==> src/hw/rtl/pidsw_pkg.sv <==
// types, constants and microcode program of the pid setpoint-weighting controller
package pidsw_pkg;

    localparam int COEF_W    = 16;
    localparam int CHUNK_W   = 32;
    localparam int SLOT_W    = 3;
    localparam int RAM_DEPTH = 8;
    localparam int PC_W      = 6;
    localparam int REG_IDX_W = 3;

    localparam logic [COEF_W-1:0] RESET_GAIN     = 16'd3932;
    localparam logic [COEF_W-1:0] RESET_WEIGHT   = 16'd2048;
    localparam logic [COEF_W-1:0] RESET_INTEGRAL = 16'd197;
    localparam logic [COEF_W-1:0] RESET_DECAY    = 16'd1841;
    localparam logic [COEF_W-1:0] RESET_DGAIN    = 16'd17678;

    typedef enum logic [3:0] {
        OP_NOP  = 4'd0,
        OP_ZERO = 4'd1,
        OP_ADD  = 4'd2,
        OP_SUB  = 4'd3,
        OP_MOV  = 4'd4,
        OP_ABS  = 4'd5,
        OP_MUL  = 4'd6,
        OP_RND  = 4'd7,
        OP_SGN  = 4'd8,
        OP_WAIT = 4'd9,
        OP_OUT  = 4'd10
    } op_t;

    typedef enum logic [2:0] {
        JMP_NEXT     = 3'd0,
        JMP_ALWAYS   = 3'd1,
        JMP_MUL_MORE = 3'd2,
        JMP_WAIT_IN  = 3'd3,
        JMP_OUT      = 3'd4
    } jump_t;

    typedef enum logic [REG_IDX_W-1:0] {
        REG_GAIN     = 3'd0,
        REG_WEIGHT   = 3'd1,
        REG_INTEGRAL = 3'd2,
        REG_DECAY    = 3'd3,
        REG_DGAIN    = 3'd4
    } reg_idx_t;

    typedef enum logic [SLOT_W-1:0] {
        SLOT_PREV = 3'd0,
        SLOT_IACC = 3'd1,
        SLOT_DACC = 3'd2,
        SLOT_T0   = 3'd3,
        SLOT_T1   = 3'd4,
        SLOT_T2   = 3'd5,
        SLOT_T3   = 3'd6
    } slot_t;

    typedef struct packed {
        op_t             op;
        logic            a_in;
        logic            b_in;
        slot_t           dst;
        slot_t           rd_a;
        slot_t           rd_b;
        reg_idx_t        coef;
        logic            u_load;
        jump_t           jump;
        logic [PC_W-1:0] target;
    } ctrl_t;

    typedef struct packed {
        logic in_valid;
        logic mul_more;
        logic out_free;
    } cond_t;

    typedef struct packed {
        logic [COEF_W-1:0] gain;
        logic [COEF_W-1:0] weight;
        logic [COEF_W-1:0] integral;
        logic [COEF_W-1:0] decay;
        logic [COEF_W-1:0] dgain;
    } coefs_t;

    localparam logic [PC_W-1:0] STEP_IDLE = 6'd3;

    function automatic ctrl_t mk(op_t op, logic a_in, logic b_in, slot_t dst, slot_t rd_a,
                                 slot_t rd_b, reg_idx_t coef, logic u_load, jump_t jump,
                                 logic [PC_W-1:0] target);
        ctrl_t c;
        c.op     = op;
        c.a_in   = a_in;
        c.b_in   = b_in;
        c.dst    = dst;
        c.rd_a   = rd_a;
        c.rd_b   = rd_b;
        c.coef   = coef;
        c.u_load = u_load;
        c.jump   = jump;
        c.target = target;
        return c;
    endfunction

    // read addresses issued in a step feed the operands of the following step
    function automatic ctrl_t rom(logic [PC_W-1:0] pc);
        ctrl_t c;
        case (pc)
            // clearing pass of the state slots after reset
            6'd0:  c = mk(OP_ZERO, 1'b0, 1'b0, SLOT_PREV, SLOT_T0, SLOT_T0, REG_GAIN, 1'b0,
                          JMP_NEXT, '0);
            6'd1:  c = mk(OP_ZERO, 1'b0, 1'b0, SLOT_IACC, SLOT_T0, SLOT_T0, REG_GAIN, 1'b0,
                          JMP_NEXT, '0);
            6'd2:  c = mk(OP_ZERO, 1'b0, 1'b0, SLOT_DACC, SLOT_T0, SLOT_T0, REG_GAIN, 1'b0,
                          JMP_NEXT, '0);
            6'd3:  c = mk(OP_WAIT, 1'b0, 1'b0, SLOT_T0, SLOT_T0, SLOT_T0, REG_GAIN, 1'b0,
                          JMP_WAIT_IN, STEP_IDLE);
            // weighted reference
            6'd4:  c = mk(OP_ABS, 1'b1, 1'b0, SLOT_T0, SLOT_T0, SLOT_T0, REG_WEIGHT, 1'b0,
                          JMP_NEXT, '0);
            6'd5:  c = mk(OP_MUL, 1'b0, 1'b0, SLOT_T0, SLOT_T0, SLOT_T0, REG_WEIGHT, 1'b0,
                          JMP_MUL_MORE, 6'd5);
            6'd6:  c = mk(OP_RND, 1'b0, 1'b0, SLOT_T0, SLOT_T0, SLOT_T0, REG_WEIGHT, 1'b0,
                          JMP_NEXT, '0);
            6'd7:  c = mk(OP_SGN, 1'b0, 1'b0, SLOT_T0, SLOT_PREV, SLOT_T0, REG_WEIGHT, 1'b0,
                          JMP_NEXT, '0);
            // measurement step and proportional error
            6'd8:  c = mk(OP_SUB, 1'b0, 1'b1, SLOT_T2, SLOT_T0, SLOT_T0, REG_GAIN, 1'b0,
                          JMP_NEXT, '0);
            6'd9:  c = mk(OP_SUB, 1'b0, 1'b1, SLOT_T0, SLOT_DACC, SLOT_T0, REG_GAIN, 1'b0,
                          JMP_NEXT, '0);
            // decayed derivative
            6'd10: c = mk(OP_ABS, 1'b0, 1'b0, SLOT_T0, SLOT_T0, SLOT_T0, REG_DECAY, 1'b0,
                          JMP_NEXT, '0);
            6'd11: c = mk(OP_MUL, 1'b0, 1'b0, SLOT_T0, SLOT_T0, SLOT_T0, REG_DECAY, 1'b0,
                          JMP_MUL_MORE, 6'd11);
            6'd12: c = mk(OP_RND, 1'b0, 1'b0, SLOT_T0, SLOT_T0, SLOT_T0, REG_DECAY, 1'b0,
                          JMP_NEXT, '0);
            6'd13: c = mk(OP_SGN, 1'b0, 1'b0, SLOT_T3, SLOT_T0, SLOT_T0, REG_DECAY, 1'b0,
                          JMP_NEXT, '0);
            // proportional term
            6'd14: c = mk(OP_ABS, 1'b0, 1'b0, SLOT_T0, SLOT_T0, SLOT_T0, REG_GAIN, 1'b0,
                          JMP_NEXT, '0);
            6'd15: c = mk(OP_MUL, 1'b0, 1'b0, SLOT_T0, SLOT_T0, SLOT_T0, REG_GAIN, 1'b0,
                          JMP_MUL_MORE, 6'd15);
            6'd16: c = mk(OP_RND, 1'b0, 1'b0, SLOT_T0, SLOT_T0, SLOT_T0, REG_GAIN, 1'b0,
                          JMP_NEXT, '0);
            6'd17: c = mk(OP_SGN, 1'b0, 1'b0, SLOT_T1, SLOT_T2, SLOT_T0, REG_GAIN, 1'b0,
                          JMP_NEXT, '0);
            // derivative input term
            6'd18: c = mk(OP_ABS, 1'b0, 1'b0, SLOT_T0, SLOT_T0, SLOT_T0, REG_DGAIN, 1'b0,
                          JMP_NEXT, '0);
            6'd19: c = mk(OP_MUL, 1'b0, 1'b0, SLOT_T0, SLOT_T0, SLOT_T0, REG_DGAIN, 1'b0,
                          JMP_MUL_MORE, 6'd19);
            6'd20: c = mk(OP_RND, 1'b0, 1'b0, SLOT_T0, SLOT_T0, SLOT_T0, REG_DGAIN, 1'b0,
                          JMP_NEXT, '0);
            6'd21: c = mk(OP_SGN, 1'b0, 1'b0, SLOT_T2, SLOT_T1, SLOT_IACC, REG_DGAIN, 1'b0,
                          JMP_NEXT, '0);
            // sums
            6'd22: c = mk(OP_ADD, 1'b0, 1'b0, SLOT_T1, SLOT_T3, SLOT_T2, REG_GAIN, 1'b0,
                          JMP_NEXT, '0);
            6'd23: c = mk(OP_ADD, 1'b0, 1'b0, SLOT_DACC, SLOT_T0, SLOT_T0, REG_GAIN, 1'b0,
                          JMP_NEXT, '0);
            6'd24: c = mk(OP_SUB, 1'b1, 1'b1, SLOT_T0, SLOT_T1, SLOT_DACC, REG_GAIN, 1'b0,
                          JMP_NEXT, '0);
            6'd25: c = mk(OP_ADD, 1'b0, 1'b0, SLOT_T1, SLOT_T0, SLOT_T0, REG_GAIN, 1'b1,
                          JMP_NEXT, '0);
            // integral update
            6'd26: c = mk(OP_ABS, 1'b0, 1'b0, SLOT_T0, SLOT_T0, SLOT_T0, REG_INTEGRAL, 1'b0,
                          JMP_NEXT, '0);
            6'd27: c = mk(OP_MUL, 1'b0, 1'b0, SLOT_T0, SLOT_T0, SLOT_T0, REG_INTEGRAL, 1'b0,
                          JMP_MUL_MORE, 6'd27);
            6'd28: c = mk(OP_RND, 1'b0, 1'b0, SLOT_T0, SLOT_T0, SLOT_T0, REG_INTEGRAL, 1'b0,
                          JMP_NEXT, '0);
            6'd29: c = mk(OP_SGN, 1'b0, 1'b0, SLOT_T0, SLOT_T0, SLOT_T0, REG_INTEGRAL, 1'b0,
                          JMP_NEXT, '0);
            6'd30: c = mk(OP_MOV, 1'b0, 1'b1, SLOT_PREV, SLOT_IACC, SLOT_T0, REG_GAIN, 1'b0,
                          JMP_NEXT, '0);
            6'd31: c = mk(OP_ADD, 1'b0, 1'b0, SLOT_IACC, SLOT_T0, SLOT_T0, REG_GAIN, 1'b0,
                          JMP_NEXT, '0);
            6'd32: c = mk(OP_OUT, 1'b0, 1'b0, SLOT_T0, SLOT_T0, SLOT_T0, REG_GAIN, 1'b0,
                          JMP_OUT, STEP_IDLE);
            default: c = mk(OP_NOP, 1'b0, 1'b0, SLOT_T0, SLOT_T0, SLOT_T0, REG_GAIN, 1'b0,
                            JMP_ALWAYS, STEP_IDLE);
        endcase
        return c;
    endfunction

endpackage

==> src/hw/rtl/pidsw_ram.sv <==
// generic ram, one write port and two registered read ports
module pidsw_ram #(
    parameter int WIDTH = 32,
    parameter int DEPTH = 8
) (
    input  logic                     clk,
    input  logic                     we,
    input  logic [$clog2(DEPTH)-1:0] waddr,
    input  logic [WIDTH-1:0]         wdata,
    input  logic [$clog2(DEPTH)-1:0] raddr_a,
    input  logic [$clog2(DEPTH)-1:0] raddr_b,
    output logic [WIDTH-1:0]         rdata_a,
    output logic [WIDTH-1:0]         rdata_b
);

    logic [WIDTH-1:0] mem [DEPTH];

    always_ff @(posedge clk)
    begin
        if (we)
        begin
            mem[waddr] <= wdata;
        end
        rdata_a <= mem[raddr_a];
        rdata_b <= mem[raddr_b];
    end

endmodule

==> src/hw/rtl/pidsw_sequencer.sv <==
// step counter and control store of the pid microcode
module pidsw_sequencer (
    input  logic              clk,
    input  logic              rst_n,
    input  pidsw_pkg::cond_t  cond,
    output pidsw_pkg::ctrl_t  ctrl
);

    logic [pidsw_pkg::PC_W-1:0] pc_reg;
    logic [pidsw_pkg::PC_W-1:0] pc_next;
    logic [pidsw_pkg::PC_W-1:0] pc_inc;

    assign ctrl   = pidsw_pkg::rom(pc_reg);
    assign pc_inc = pc_reg + 1'b1;

    always_comb
    begin
        case (ctrl.jump)
            pidsw_pkg::JMP_NEXT:     pc_next = pc_inc;
            pidsw_pkg::JMP_ALWAYS:   pc_next = ctrl.target;
            pidsw_pkg::JMP_MUL_MORE: pc_next = cond.mul_more ? ctrl.target : pc_inc;
            pidsw_pkg::JMP_WAIT_IN:  pc_next = cond.in_valid ? pc_inc : ctrl.target;
            pidsw_pkg::JMP_OUT:      pc_next = cond.out_free ? ctrl.target : pc_reg;
            default:                 pc_next = pidsw_pkg::STEP_IDLE;
        endcase
    end

    always_ff @(posedge clk or negedge rst_n)
    begin
        if (!rst_n)
        begin
            pc_reg <= '0;
        end
        else
        begin
            pc_reg <= pc_next;
        end
    end

endmodule

==> src/hw/rtl/pidsw_datapath.sv <==
// datapath of the pid controller: slot ram, saturating alu, chunked coefficient multiplier
module pidsw_datapath #(
    parameter int SAMPLE_WIDTH   = 16,
    parameter int ACC_WIDTH      = 32,
    parameter int COEF_FRAC_BITS = 12
) (
    input  logic                           clk,
    input  logic                           rst_n,
    input  pidsw_pkg::ctrl_t               ctrl,
    input  pidsw_pkg::coefs_t              coefs,
    input  logic                           in_valid,
    output logic                           in_ready,
    input  logic signed [SAMPLE_WIDTH-1:0] in_reference,
    input  logic signed [SAMPLE_WIDTH-1:0] in_measurement,
    output logic                           out_valid,
    input  logic                           out_ready,
    output logic signed [SAMPLE_WIDTH-1:0] out_value,
    output logic                           out_sat,
    output pidsw_pkg::cond_t               cond
);

    localparam int DW   = (ACC_WIDTH > SAMPLE_WIDTH) ? ACC_WIDTH : SAMPLE_WIDTH;
    localparam int CW   = pidsw_pkg::CHUNK_W;
    localparam int NCH  = (DW + CW - 1) / CW;
    localparam int MW   = NCH * CW;
    localparam int PWW  = MW + pidsw_pkg::COEF_W;
    localparam int PW   = CW + pidsw_pkg::COEF_W;
    localparam int CNTW = (NCH > 1) ? $clog2(NCH) : 1;

    localparam logic signed [DW:0] ACC_MAX =
        {{(DW - ACC_WIDTH + 2){1'b0}}, {(ACC_WIDTH - 1){1'b1}}};
    localparam logic signed [DW:0] ACC_MIN = ~ACC_MAX;
    localparam logic [PWW:0] LIM_POS = (PWW + 1)'({(ACC_WIDTH - 1){1'b1}});
    localparam logic [PWW:0] HALF = (PWW + 1)'(1) << (COEF_FRAC_BITS - 1);
    localparam logic signed [DW-1:0] SMAX = DW'({(SAMPLE_WIDTH - 1){1'b1}});
    localparam logic signed [DW-1:0] SMIN = ~SMAX;

    logic signed [SAMPLE_WIDTH-1:0]   r_reg, r_next, y_reg, y_next;
    logic                             sign_reg, sign_next;
    logic [MW-1:0]                    mag_reg, mag_next;
    logic [PWW-1:0]                   prod_reg, prod_next;
    logic [CNTW-1:0]                  cnt_reg, cnt_next;
    logic [pidsw_pkg::COEF_W-1:0]     coef_reg, coef_next, coef_sel;
    logic [ACC_WIDTH-1:0]             rnd_reg, rnd_next;
    logic signed [DW-1:0]             u_reg, u_next;
    logic                             out_valid_reg, out_valid_next;
    logic signed [SAMPLE_WIDTH-1:0]   out_value_reg, out_value_next;
    logic                             out_sat_reg, out_sat_next;

    logic signed [DW-1:0] ram_qa, ram_qb, a_op, b_op, alu_res, sgn_val, ram_wdata;
    logic signed [DW:0]   a_ext, b_ext, alu_wide, mag_ext;
    logic [DW-1:0]        abs_val;
    logic [PW-1:0]        part;
    logic [PWW:0]         rnd_sum, lim;
    logic                 ram_we, out_free, out_load;

    assign in_ready = (ctrl.op == pidsw_pkg::OP_WAIT);

    assign a_op = ctrl.a_in ? DW'(r_reg) : ram_qa;
    assign b_op = ctrl.b_in ? DW'(y_reg) : ram_qb;

    // saturating add and subtract
    assign a_ext    = (DW + 1)'(a_op);
    assign b_ext    = (DW + 1)'(b_op);
    assign alu_wide = (ctrl.op == pidsw_pkg::OP_SUB) ? (a_ext - b_ext) : (a_ext + b_ext);

    always_comb
    begin
        if (alu_wide > ACC_MAX)
        begin
            alu_res = DW'(ACC_MAX);
        end
        else if (alu_wide < ACC_MIN)
        begin
            alu_res = DW'(ACC_MIN);
        end
        else
        begin
            alu_res = DW'(alu_wide);
        end
    end

    // coefficient product: magnitude times coefficient, top chunk first
    assign abs_val = a_op[DW-1] ? $unsigned(DW'(-a_op)) : $unsigned(a_op);
    assign part    = mag_reg[MW-1 -: CW] * coef_reg;
    assign rnd_sum = ({1'b0, prod_reg} + HALF) >> COEF_FRAC_BITS;
    assign lim     = LIM_POS + (PWW + 1)'(sign_reg);
    assign mag_ext = $signed((DW + 1)'(rnd_reg));
    assign sgn_val = DW'(sign_reg ? -mag_ext : mag_ext);

    always_comb
    begin
        case (ctrl.coef)
            pidsw_pkg::REG_GAIN:     coef_sel = coefs.gain;
            pidsw_pkg::REG_WEIGHT:   coef_sel = coefs.weight;
            pidsw_pkg::REG_INTEGRAL: coef_sel = coefs.integral;
            pidsw_pkg::REG_DECAY:    coef_sel = coefs.decay;
            pidsw_pkg::REG_DGAIN:    coef_sel = coefs.dgain;
            default:                 coef_sel = '0;
        endcase
    end

    always_comb
    begin
        r_next    = r_reg;
        y_next    = y_reg;
        sign_next = sign_reg;
        mag_next  = mag_reg;
        prod_next = prod_reg;
        cnt_next  = cnt_reg;
        coef_next = coef_reg;
        rnd_next  = rnd_reg;
        case (ctrl.op)
            pidsw_pkg::OP_WAIT:
            begin
                if (in_valid)
                begin
                    r_next = in_reference;
                    y_next = in_measurement;
                end
            end
            pidsw_pkg::OP_ABS:
            begin
                sign_next = a_op[DW-1];
                mag_next  = MW'(abs_val);
                prod_next = '0;
                cnt_next  = '0;
                coef_next = coef_sel;
            end
            pidsw_pkg::OP_MUL:
            begin
                prod_next = (prod_reg << CW) + PWW'(part);
                mag_next  = mag_reg << CW;
                cnt_next  = cnt_reg + 1'b1;
            end
            pidsw_pkg::OP_RND:
            begin
                rnd_next = ACC_WIDTH'((rnd_sum > lim) ? lim : rnd_sum);
            end
            default:
            begin
            end
        endcase
    end

    // slot ram writes
    assign ram_we = ctrl.op inside {pidsw_pkg::OP_ZERO, pidsw_pkg::OP_ADD, pidsw_pkg::OP_SUB,
                                    pidsw_pkg::OP_MOV, pidsw_pkg::OP_SGN};

    always_comb
    begin
        case (ctrl.op)
            pidsw_pkg::OP_ADD: ram_wdata = alu_res;
            pidsw_pkg::OP_SUB: ram_wdata = alu_res;
            pidsw_pkg::OP_MOV: ram_wdata = b_op;
            pidsw_pkg::OP_SGN: ram_wdata = sgn_val;
            default:           ram_wdata = '0;
        endcase
    end

    pidsw_ram #(
        .WIDTH (DW),
        .DEPTH (pidsw_pkg::RAM_DEPTH)
    ) u_slots (
        .clk     (clk),
        .we      (ram_we),
        .waddr   (ctrl.dst),
        .wdata   (ram_wdata),
        .raddr_a (ctrl.rd_a),
        .raddr_b (ctrl.rd_b),
        .rdata_a (ram_qa),
        .rdata_b (ram_qb)
    );

    // output register with clipping to the sample range
    assign u_next   = ctrl.u_load ? alu_res : u_reg;
    assign out_free = !out_valid_reg || out_ready;
    assign out_load = (ctrl.op == pidsw_pkg::OP_OUT) && out_free;

    always_comb
    begin
        out_value_next = out_value_reg;
        out_sat_next   = out_sat_reg;
        out_valid_next = out_valid_reg && !out_ready;
        if (out_load)
        begin
            out_valid_next = 1'b1;
            if (u_reg > SMAX)
            begin
                out_value_next = SAMPLE_WIDTH'(SMAX);
                out_sat_next   = 1'b1;
            end
            else if (u_reg < SMIN)
            begin
                out_value_next = SAMPLE_WIDTH'(SMIN);
                out_sat_next   = 1'b1;
            end
            else
            begin
                out_value_next = SAMPLE_WIDTH'(u_reg);
                out_sat_next   = 1'b0;
            end
        end
    end

    assign out_valid = out_valid_reg;
    assign out_value = out_value_reg;
    assign out_sat   = out_sat_reg;

    assign cond.in_valid = in_valid;
    assign cond.mul_more = (cnt_reg != CNTW'(NCH - 1));
    assign cond.out_free = out_free;

    always_ff @(posedge clk or negedge rst_n)
    begin
        if (!rst_n)
        begin
            out_valid_reg <= 1'b0;
        end
        else
        begin
            out_valid_reg <= out_valid_next;
        end
    end

    always_ff @(posedge clk)
    begin
        r_reg         <= r_next;
        y_reg         <= y_next;
        sign_reg      <= sign_next;
        mag_reg       <= mag_next;
        prod_reg      <= prod_next;
        cnt_reg       <= cnt_next;
        coef_reg      <= coef_next;
        rnd_reg       <= rnd_next;
        u_reg         <= u_next;
        out_value_reg <= out_value_next;
        out_sat_reg   <= out_sat_next;
    end

endmodule

==> src/hw/rtl/pid_setpoint_weight_filtered_d.sv <==
// top level of the pid controller with setpoint weighting and filtered derivative
//
// one item on the slave stream carries a reference and a measurement sample; for each
// one the block returns one item on the master stream: the control value p + i + d,
// clipped to the sample range, with tuser high when it was clipped.
// coefficients sit in five registers written through the cfg port, one per cycle;
// the user must write them only while the block is idle; the block does not enforce it.
// a microcode program steps a shared saturating adder and a coefficient multiplier
// over a small slot ram. each coefficient product runs over NCH 32-bit multiplier
// chunks, where NCH = ceil(max(ACC_WIDTH, SAMPLE_WIDTH) / 32); the next item is taken
// once the result is in the output register. after reset a clearing pass zeroes the
// integral, derivative and previous measurement; no item is taken during it.
// a stalled receiver holds the result in the output register; the block still accepts
// one more item and holds its result step until the register frees.
module pid_setpoint_weight_filtered_d #(
    parameter int SAMPLE_WIDTH   = 16,
    parameter int ACC_WIDTH      = 32,
    parameter int COEF_FRAC_BITS = 12
) (
    input  logic                                      clk,
    input  logic                                      rst_n,
    input  logic                                      cfg_wr_en,
    input  logic [pidsw_pkg::REG_IDX_W-1:0]           cfg_index,
    input  logic [pidsw_pkg::COEF_W-1:0]              cfg_wr_data,
    input  logic                                      s_axis_tvalid,
    output logic                                      s_axis_tready,
    // reference, measurement
    input  logic [((2*SAMPLE_WIDTH+7)/8)*8-1:0]       s_axis_tdata,
    output logic                                      m_axis_tvalid,
    input  logic                                      m_axis_tready,
    // control_value
    output logic [((SAMPLE_WIDTH+7)/8)*8-1:0]         m_axis_tdata,
    // saturated
    output logic                                      m_axis_tuser
);

    localparam int OUT_W = ((SAMPLE_WIDTH + 7) / 8) * 8;

    pidsw_pkg::coefs_t coefs_reg, coefs_next;
    pidsw_pkg::ctrl_t  ctrl;
    pidsw_pkg::cond_t  cond;

    logic signed [SAMPLE_WIDTH-1:0] out_value;

    always_comb
    begin
        coefs_next = coefs_reg;
        if (cfg_wr_en)
        begin
            case (cfg_index)
                pidsw_pkg::REG_GAIN:     coefs_next.gain     = cfg_wr_data;
                pidsw_pkg::REG_WEIGHT:   coefs_next.weight   = cfg_wr_data;
                pidsw_pkg::REG_INTEGRAL: coefs_next.integral = cfg_wr_data;
                pidsw_pkg::REG_DECAY:    coefs_next.decay    = cfg_wr_data;
                pidsw_pkg::REG_DGAIN:    coefs_next.dgain    = cfg_wr_data;
                default:
                begin
                end
            endcase
        end
    end

    always_ff @(posedge clk or negedge rst_n)
    begin
        if (!rst_n)
        begin
            coefs_reg.gain     <= pidsw_pkg::RESET_GAIN;
            coefs_reg.weight   <= pidsw_pkg::RESET_WEIGHT;
            coefs_reg.integral <= pidsw_pkg::RESET_INTEGRAL;
            coefs_reg.decay    <= pidsw_pkg::RESET_DECAY;
            coefs_reg.dgain    <= pidsw_pkg::RESET_DGAIN;
        end
        else
        begin
            coefs_reg <= coefs_next;
        end
    end

    pidsw_sequencer u_seq (
        .clk   (clk),
        .rst_n (rst_n),
        .cond  (cond),
        .ctrl  (ctrl)
    );

    pidsw_datapath #(
        .SAMPLE_WIDTH   (SAMPLE_WIDTH),
        .ACC_WIDTH      (ACC_WIDTH),
        .COEF_FRAC_BITS (COEF_FRAC_BITS)
    ) u_dp (
        .clk            (clk),
        .rst_n          (rst_n),
        .ctrl           (ctrl),
        .coefs          (coefs_reg),
        .in_valid       (s_axis_tvalid),
        .in_ready       (s_axis_tready),
        .in_reference   ($signed(s_axis_tdata[SAMPLE_WIDTH-1:0])),
        .in_measurement ($signed(s_axis_tdata[2*SAMPLE_WIDTH-1:SAMPLE_WIDTH])),
        .out_valid      (m_axis_tvalid),
        .out_ready      (m_axis_tready),
        .out_value      (out_value),
        .out_sat        (m_axis_tuser),
        .cond           (cond)
    );

    assign m_axis_tdata = OUT_W'($unsigned(out_value));

endmodule
==> config.mk <==
export PLATFORM = sky130hd
export DESIGN_NAME = pid_setpoint_weight_filtered_d
export DESIGN_NICKNAME = d
export VERILOG_FILES = /design/src/hw/rtl/pidsw_pkg.sv /design/src/hw/rtl/pidsw_ram.sv /design/src/hw/rtl/pidsw_sequencer.sv /design/src/hw/rtl/pidsw_datapath.sv /design/src/hw/rtl/pid_setpoint_weight_filtered_d.sv
export SDC_FILE = /design/constraint.sdc
export NUM_CORES = 2
export LEC_CHECK = 0
export ABC_AREA = 1
export BUFFER_PORTS_ARGS = -buffer_cell sky130_fd_sc_hd__buf_2
export CAP_MARGIN = 0
export CORE_AREA = 2 2 396 398
export DETAILED_ROUTE_END_ITERATION = 8
export DIE_AREA = 0 0 398 400
export HOLD_SLACK_MARGIN = 0.1
export SYNTH_ARGS = -nofsm -noshare
export SYNTH_HDL_FRONTEND = slang
export SYNTH_SLANG_ARGS = --single-unit
export TNS_END_PERCENT = 5
==> constraint.sdc <==
create_clock -name clk -period 9.25 [get_ports clk]
set_input_delay 0.4625 -clock clk [delete_from_list [all_inputs] [get_ports clk]]
set_output_delay 0.4625 -clock clk [all_outputs]
set_load 0.05 [all_outputs]
### Word level (Yosys, flattened, before mapping)

Memories as Yosys holds them, arrays and structs flattened. A register that Yosys moved wholly into a read port is not among the register bits.
Index checks and enable logic that the tools add are counted.

* output and inout port bits: 19
* word-level logic and storage cells: 97
* memory bits (writable): 256
* ROM bits: 1728
* bits in latches: 0
* bits in registers: 298
* memories: 2

Memory list
* (name not given): words 64, width 27, read ports 1, clocked after memory_dff 0, wr ports 0, line pidsw_pkg.sv:106 `case (pc)`
* u_dp.u_slots.mem: words 8, width 32, read ports 2, clocked after memory_dff 2, wr ports 1, line pidsw_ram.sv:16 `logic [WIDTH-1:0] mem [DEPTH];`

* $add $sub $neg: 9
* divide/modulo/power cells: 0
* eq/ne operators: 23
* shifts and indexed selects: 0
* mux-type cells: 22
* order comparisons: 5
* multiply operators: 1
* bitwise logic cells: 0
* reductions and logical operators: 17

Operators with widths (count)
* two-way mux 32 bit: 7
* one-hot mux 32 bit (3 select lines): 1
* one-hot mux 48 bit (2 select lines): 1
* one-hot mux 16 bit (5 select lines): 1
* negator 32 bit: 2
* one-hot mux 32 bit (2 select lines): 1
* adder 48 x 12 -> 49 bit (second input constant): 1
* adder 48 bit: 1
* multiplier 32 x 16 -> 48 bit: 1
* > comparator 37 x 32 -> 1 bit: 1
* adder 32 x 32 -> 33 bit: 1
* > comparator 33 x 32 -> 1 bit (second input constant): 1
* < comparator 33 x 32 -> 1 bit (second input constant): 1
* two-way mux 33 bit: 1
* subtractor 32 x 32 -> 33 bit: 1
* adder 31 x 1 -> 32 bit (first input constant): 1
* > comparator 32 x 16 -> 1 bit (second input constant): 1
* < comparator 32 x 16 -> 1 bit (second input constant): 1
* one-hot mux 6 bit (5 select lines): 1
* equality test 3 x 2 -> 1 bit (second input constant): 6
* two-way mux 6 bit: 3
* equality test 4 x 3 -> 1 bit (second input constant): 4
* two-way mux 16 bit: 1
* equality test 4 bit (second input constant): 3
* other kinds (17): 34

### Logic depth before layout (Yosys ltp)

An unclocked memory read counts as a cell.

* depth after elaboration: 8
* gate-level depth with buffers: 35
* mapped depth without buffers: 32

### By module

A second synthesis with hierarchy kept.

* cells, all modules: 6823
* area, all modules: 53064.6 um2

Modules (own cells, without submodules)
* pidsw_datapath: cells an instance 4479, area each 33599.7 um2, instances 1
* pidsw_ram: cells an instance 1783, area each 15034.4 um2, instances 1
* pid_setpoint_weight_filtered_d: cells an instance 356, area each 3275.6 um2, instances 1
* pidsw_sequencer: cells an instance 205, area each 1154.9 um2, instances 1

### Least setup slack after synthesis

OpenSTA, ideal clock, no wires.

* path kind: register -> register
* start point: register u_seq.pc_reg[0] (netlist bit)
* end point: register u_dp.cnt_reg, enable pin
* setup slack: 3.175 ns
* stages on the path, launching flop included: 12
* data required time: 8.702 ns
* arrival: 5.527 ns
* path through: dfrtp_1 inv_1 ha_1 nand2_1 nand3_1 o211ai_1 nand2_1 nand2_1 inv_1 nor2_1 inv_1 a21oi_1

* cells in the longest elaborated chain, start to end: 3
* elaborated cells between the ends (all ways): 4
* classes of those cells: eq/ne: 2; reduce/logical: 1; memory: 1

Ends and longest elaborated chain
* from (decl): line pidsw_sequencer.sv:9 `logic [pidsw_pkg::PC_W-1:0] pc_reg;`
* from (signal assigned): line pidsw_sequencer.sv:36 `pc_reg <= pc_next;`
* memory (64 x 27 bit) *
* equality test 4 x 3 -> 1 bit: line pidsw_datapath.sv:113 `case (ctrl.op)`
* nonzero test 2 bit (no line) *
* to (signal assigned): line pidsw_datapath.sv:233 `cnt_reg <= cnt_next;`
* to (decl): line pidsw_datapath.sv:42 `logic [CNTW-1:0] cnt_reg, cnt_next;`

Every way passes the cells marked *; elsewhere a longest branch is shown, timed or not.
A chain may end at the register's enable or synchronous reset.

### Worst setup path after layout

* start point: register u_dp.coef_reg[5] (netlist bit)
* end point: register u_dp.prod_reg[35] (data pin)

* cells in the longest elaborated chain, start to end: 3

Ends and longest elaborated chain
* from (decl): line pidsw_datapath.sv:43 `logic [pidsw_pkg::COEF_W-1:0] coef_reg, coef_next, coef_sel;`
* from (signal assigned): line pidsw_datapath.sv:234 `coef_reg <= coef_next;`
* multiplier 32 x 16 -> 48 bit: line pidsw_datapath.sv:85 `assign part = mag_reg[MW-1 -: CW] * coef_reg;`
* adder 48 bit: line pidsw_datapath.sv:132 `prod_next = (prod_reg << CW) + PWW'(part);`
* one-hot mux 48 bit (2 select lines): line pidsw_datapath.sv:113
* to (signal assigned): line pidsw_datapath.sv:232 `prod_reg <= prod_next;`
* to (decl): line pidsw_datapath.sv:41 `logic [PWW-1:0] prod_reg, prod_next;`

No other way between the ends.

==> impl_results.md <==
- # hold bufs at CTS: 41
- Clk sinks: 618
- Initial core utilization: 0.317
- Ys async rst share: 0.141
- Mapped Nets: 6533
- Clk_lat worst skew: 0.70 ns
- Layout area overhead: 10.5%
- Largest net degree at the start of global routing: 101
- Initial antenna violation count: 4
- TritonCTS Buffers: 61
- Root Driver: clkbuf_16
- Primary FF master, synth: edfxtp_1
- Final setup violation count: 0
- First-pass GRT wire length: 239 mm
- Setup TNS: 0 ns
- GRT Total Usage: 0.194
- Remaining Overflow, GRT: 0
- Clock Skew: 0.0881 ns
- Count leader, synth: nand2_1
- Crit. End Element: register
- Critical path peak fanout: 26
- Count of different cell masters after synthesis: 60
- Ports: 75
- Fin util: 0.351
- Die X-Extent: 398 um
- Sequential cell area fraction in the yosys report: 0.356
- Full die area: 0.159 mm^2
- Final min period: 7.21 ns
- Crit path required time: 9.65 ns
- Rel. slew slack: 0.169
- Fillcell total: 15900
- Detail Placement HPWL: 114 mm
- Final Slew Violations: 0
- Final Hold Violating Endpoints: 0
- Tcrit/Tclk final: 0.780
- Clock H-tree levels: 2
- Commonest cells in the netlist: nand2_1, inv_1, nor2_1
- DR iter-0 viols: 3727
- Ys Warns: 0
- Synth Cell Area: 0.0492 mm^2
- CTS tree: done
- Vias in the first global route: 39800
- Post-synth top area share: 0.285
- NumNets Final: 6506
- First-pass detailed-route iteration total: 6
- Via count: 40000
- WL/cell: 19.7 um
- CTS max path bufs: 3
- Syn Area/Cell: 8.45 um^2
- Main area contributors after synthesis: edfxtp_1, fa_1, nand2_1
- Total wire length: 156 mm
- Setup bufs post-CTS: 0
- Min-Delay Path Class: in -> reg
- CP Launch Type: register
- Critical path arrival: 7.61 ns
- FF+latch count, synth: 618
- Fmax: 139 MHz
- Number of synthesized flops with an enable pin: 467
- Die height: 400 um
- Area leader, netlist: edfxtp_1
- Core area: 0.155 mm^2
- DRC Markers: 0
- Final Wtd Congestion: 1.00
- IO buf count: 74
- Max reg flops: 256
- Worst Tran Pin Value: 1.25 ns
- Unrepaired setup endpoints after global routing: false
- Maxcap violations: 0
- Worst hold slack: 0.147 ns
- Run status: finished, final reports clean
- Post-Syn Instances: 5822
- Post-cts sizing count: 0
- Row count: 145
- CP Class: reg -> reg
- Drt via density: 5.06
- ANT nets after route: 0
- Clk pin slew, worst setup/hold paths: 0.07 ns
- Fraction of layout instances using a drive strength above 1: 0.0645
-- cell type report --
cell class	count	area (um^2)	area share
timing repair buffer	187	1350	0.0248
multi-input combinational	3942	27000	0.497
clock buffer	77	1680	0.0310
antenna	3	7.51	0.000138
clock inverter	37	515	0.00948
inverter	985	3700	0.0680
sequential	618	17500	0.322
tap	2058	2570	0.0474
-- stage by stage --
step / instance area [um^2] / cells / setup WS [ns]
final: 54400 / 7907 / 2.04
after CTS: 54400 / 7904 / 2.17
after detailed placement: 51800 / 7749 / 2.21
after global routing: 54400 / 7904 / 1.72
after global placement: 51800 / 7749 / 2.23
after floorplan: 49200 / 5822 / 3.18
-- layer usage --
layer  GRT usage  part of all wire  vias to the layer above  routed length [um]
li1            -                 -                    18600                   -
met1       0.260              0.43                    19700               67000
met2       0.325              0.47                     1521               73400
met3      0.0212             0.061                      291                9540
met4      0.0684             0.036                        6                5550
met5           0           0.00022                        -                  35
-- worst paths after layout --
kind	startpoint	end	slack, ns	depth (start not counted)
setup / recovery	u_dp.coef_reg[5]	u_dp.prod_reg[35]	2.04	21
hold / removal	cfg_wr_data[15]	coefs_reg[47]	0.15	3
setup reg to reg	u_dp.coef_reg[5]	u_dp.prod_reg[35]	2.04	21
hold reg to reg	coefs_reg[6]	coefs_reg[6]	0.48	2
max in group asynchronous	rst_n	coefs_reg[64]	7.93	2
min in group asynchronous	rst_n	coefs_reg[56]	0.55	2
-- cell usage in the layout, fill, tap and decap left out, drive strengths merged, types with 41 or more instances in the layout --
master / synthesis / final
clkbuf: 246 / 77
a21oi: 262 / 262
inv: 981 / 989
ha: 221 / 221
xor2: 74 / 74
fa: 434 / 434
dlygate4sd3: 0 / 41
o21ai: 476 / 476
edfxtp: 467 / 467
nand3: 158 / 158
a31oi: 84 / 84
dfxtp: 64 / 64
nor2: 484 / 484
xnor2: 42 / 42
nand2: 1404 / 1404
dfrtp: 62 / 62
buf: 31 / 146
nor3: 60 / 60
-- critical path: stages, from the launching register on --
cell,delay [ns]
edfxtp_1,1.17
buf_4,0.31
nand2_1,0.08
fa_1,0.51
inv_1,0.06
fa_1,0.55
ha_1,0.15
inv_1,0.05
fa_1,0.54
fa_1,0.45
fa_1,0.55
inv_1,0.05
ha_1,0.35
a21oi_1,0.26
a21boi_0,0.31
o21ai_0,0.22
a21boi_0,0.52
o21bai_1,0.24
nand4_1,0.13
nand2_1,0.09
o21ai_0,0.18
a21oi_1,0.10
-- kinds of logic after synthesis --
group	share of synthesized area
compound gates	0.113
xor+xnor	0.0206
fa+ha+maj	0.233
buf+inv	0.0979
flops	0.356
simple gates	0.180
Power is not shown: default switching activity piles up to over one toggle a cycle in this logic, so the estimate is an artifact.
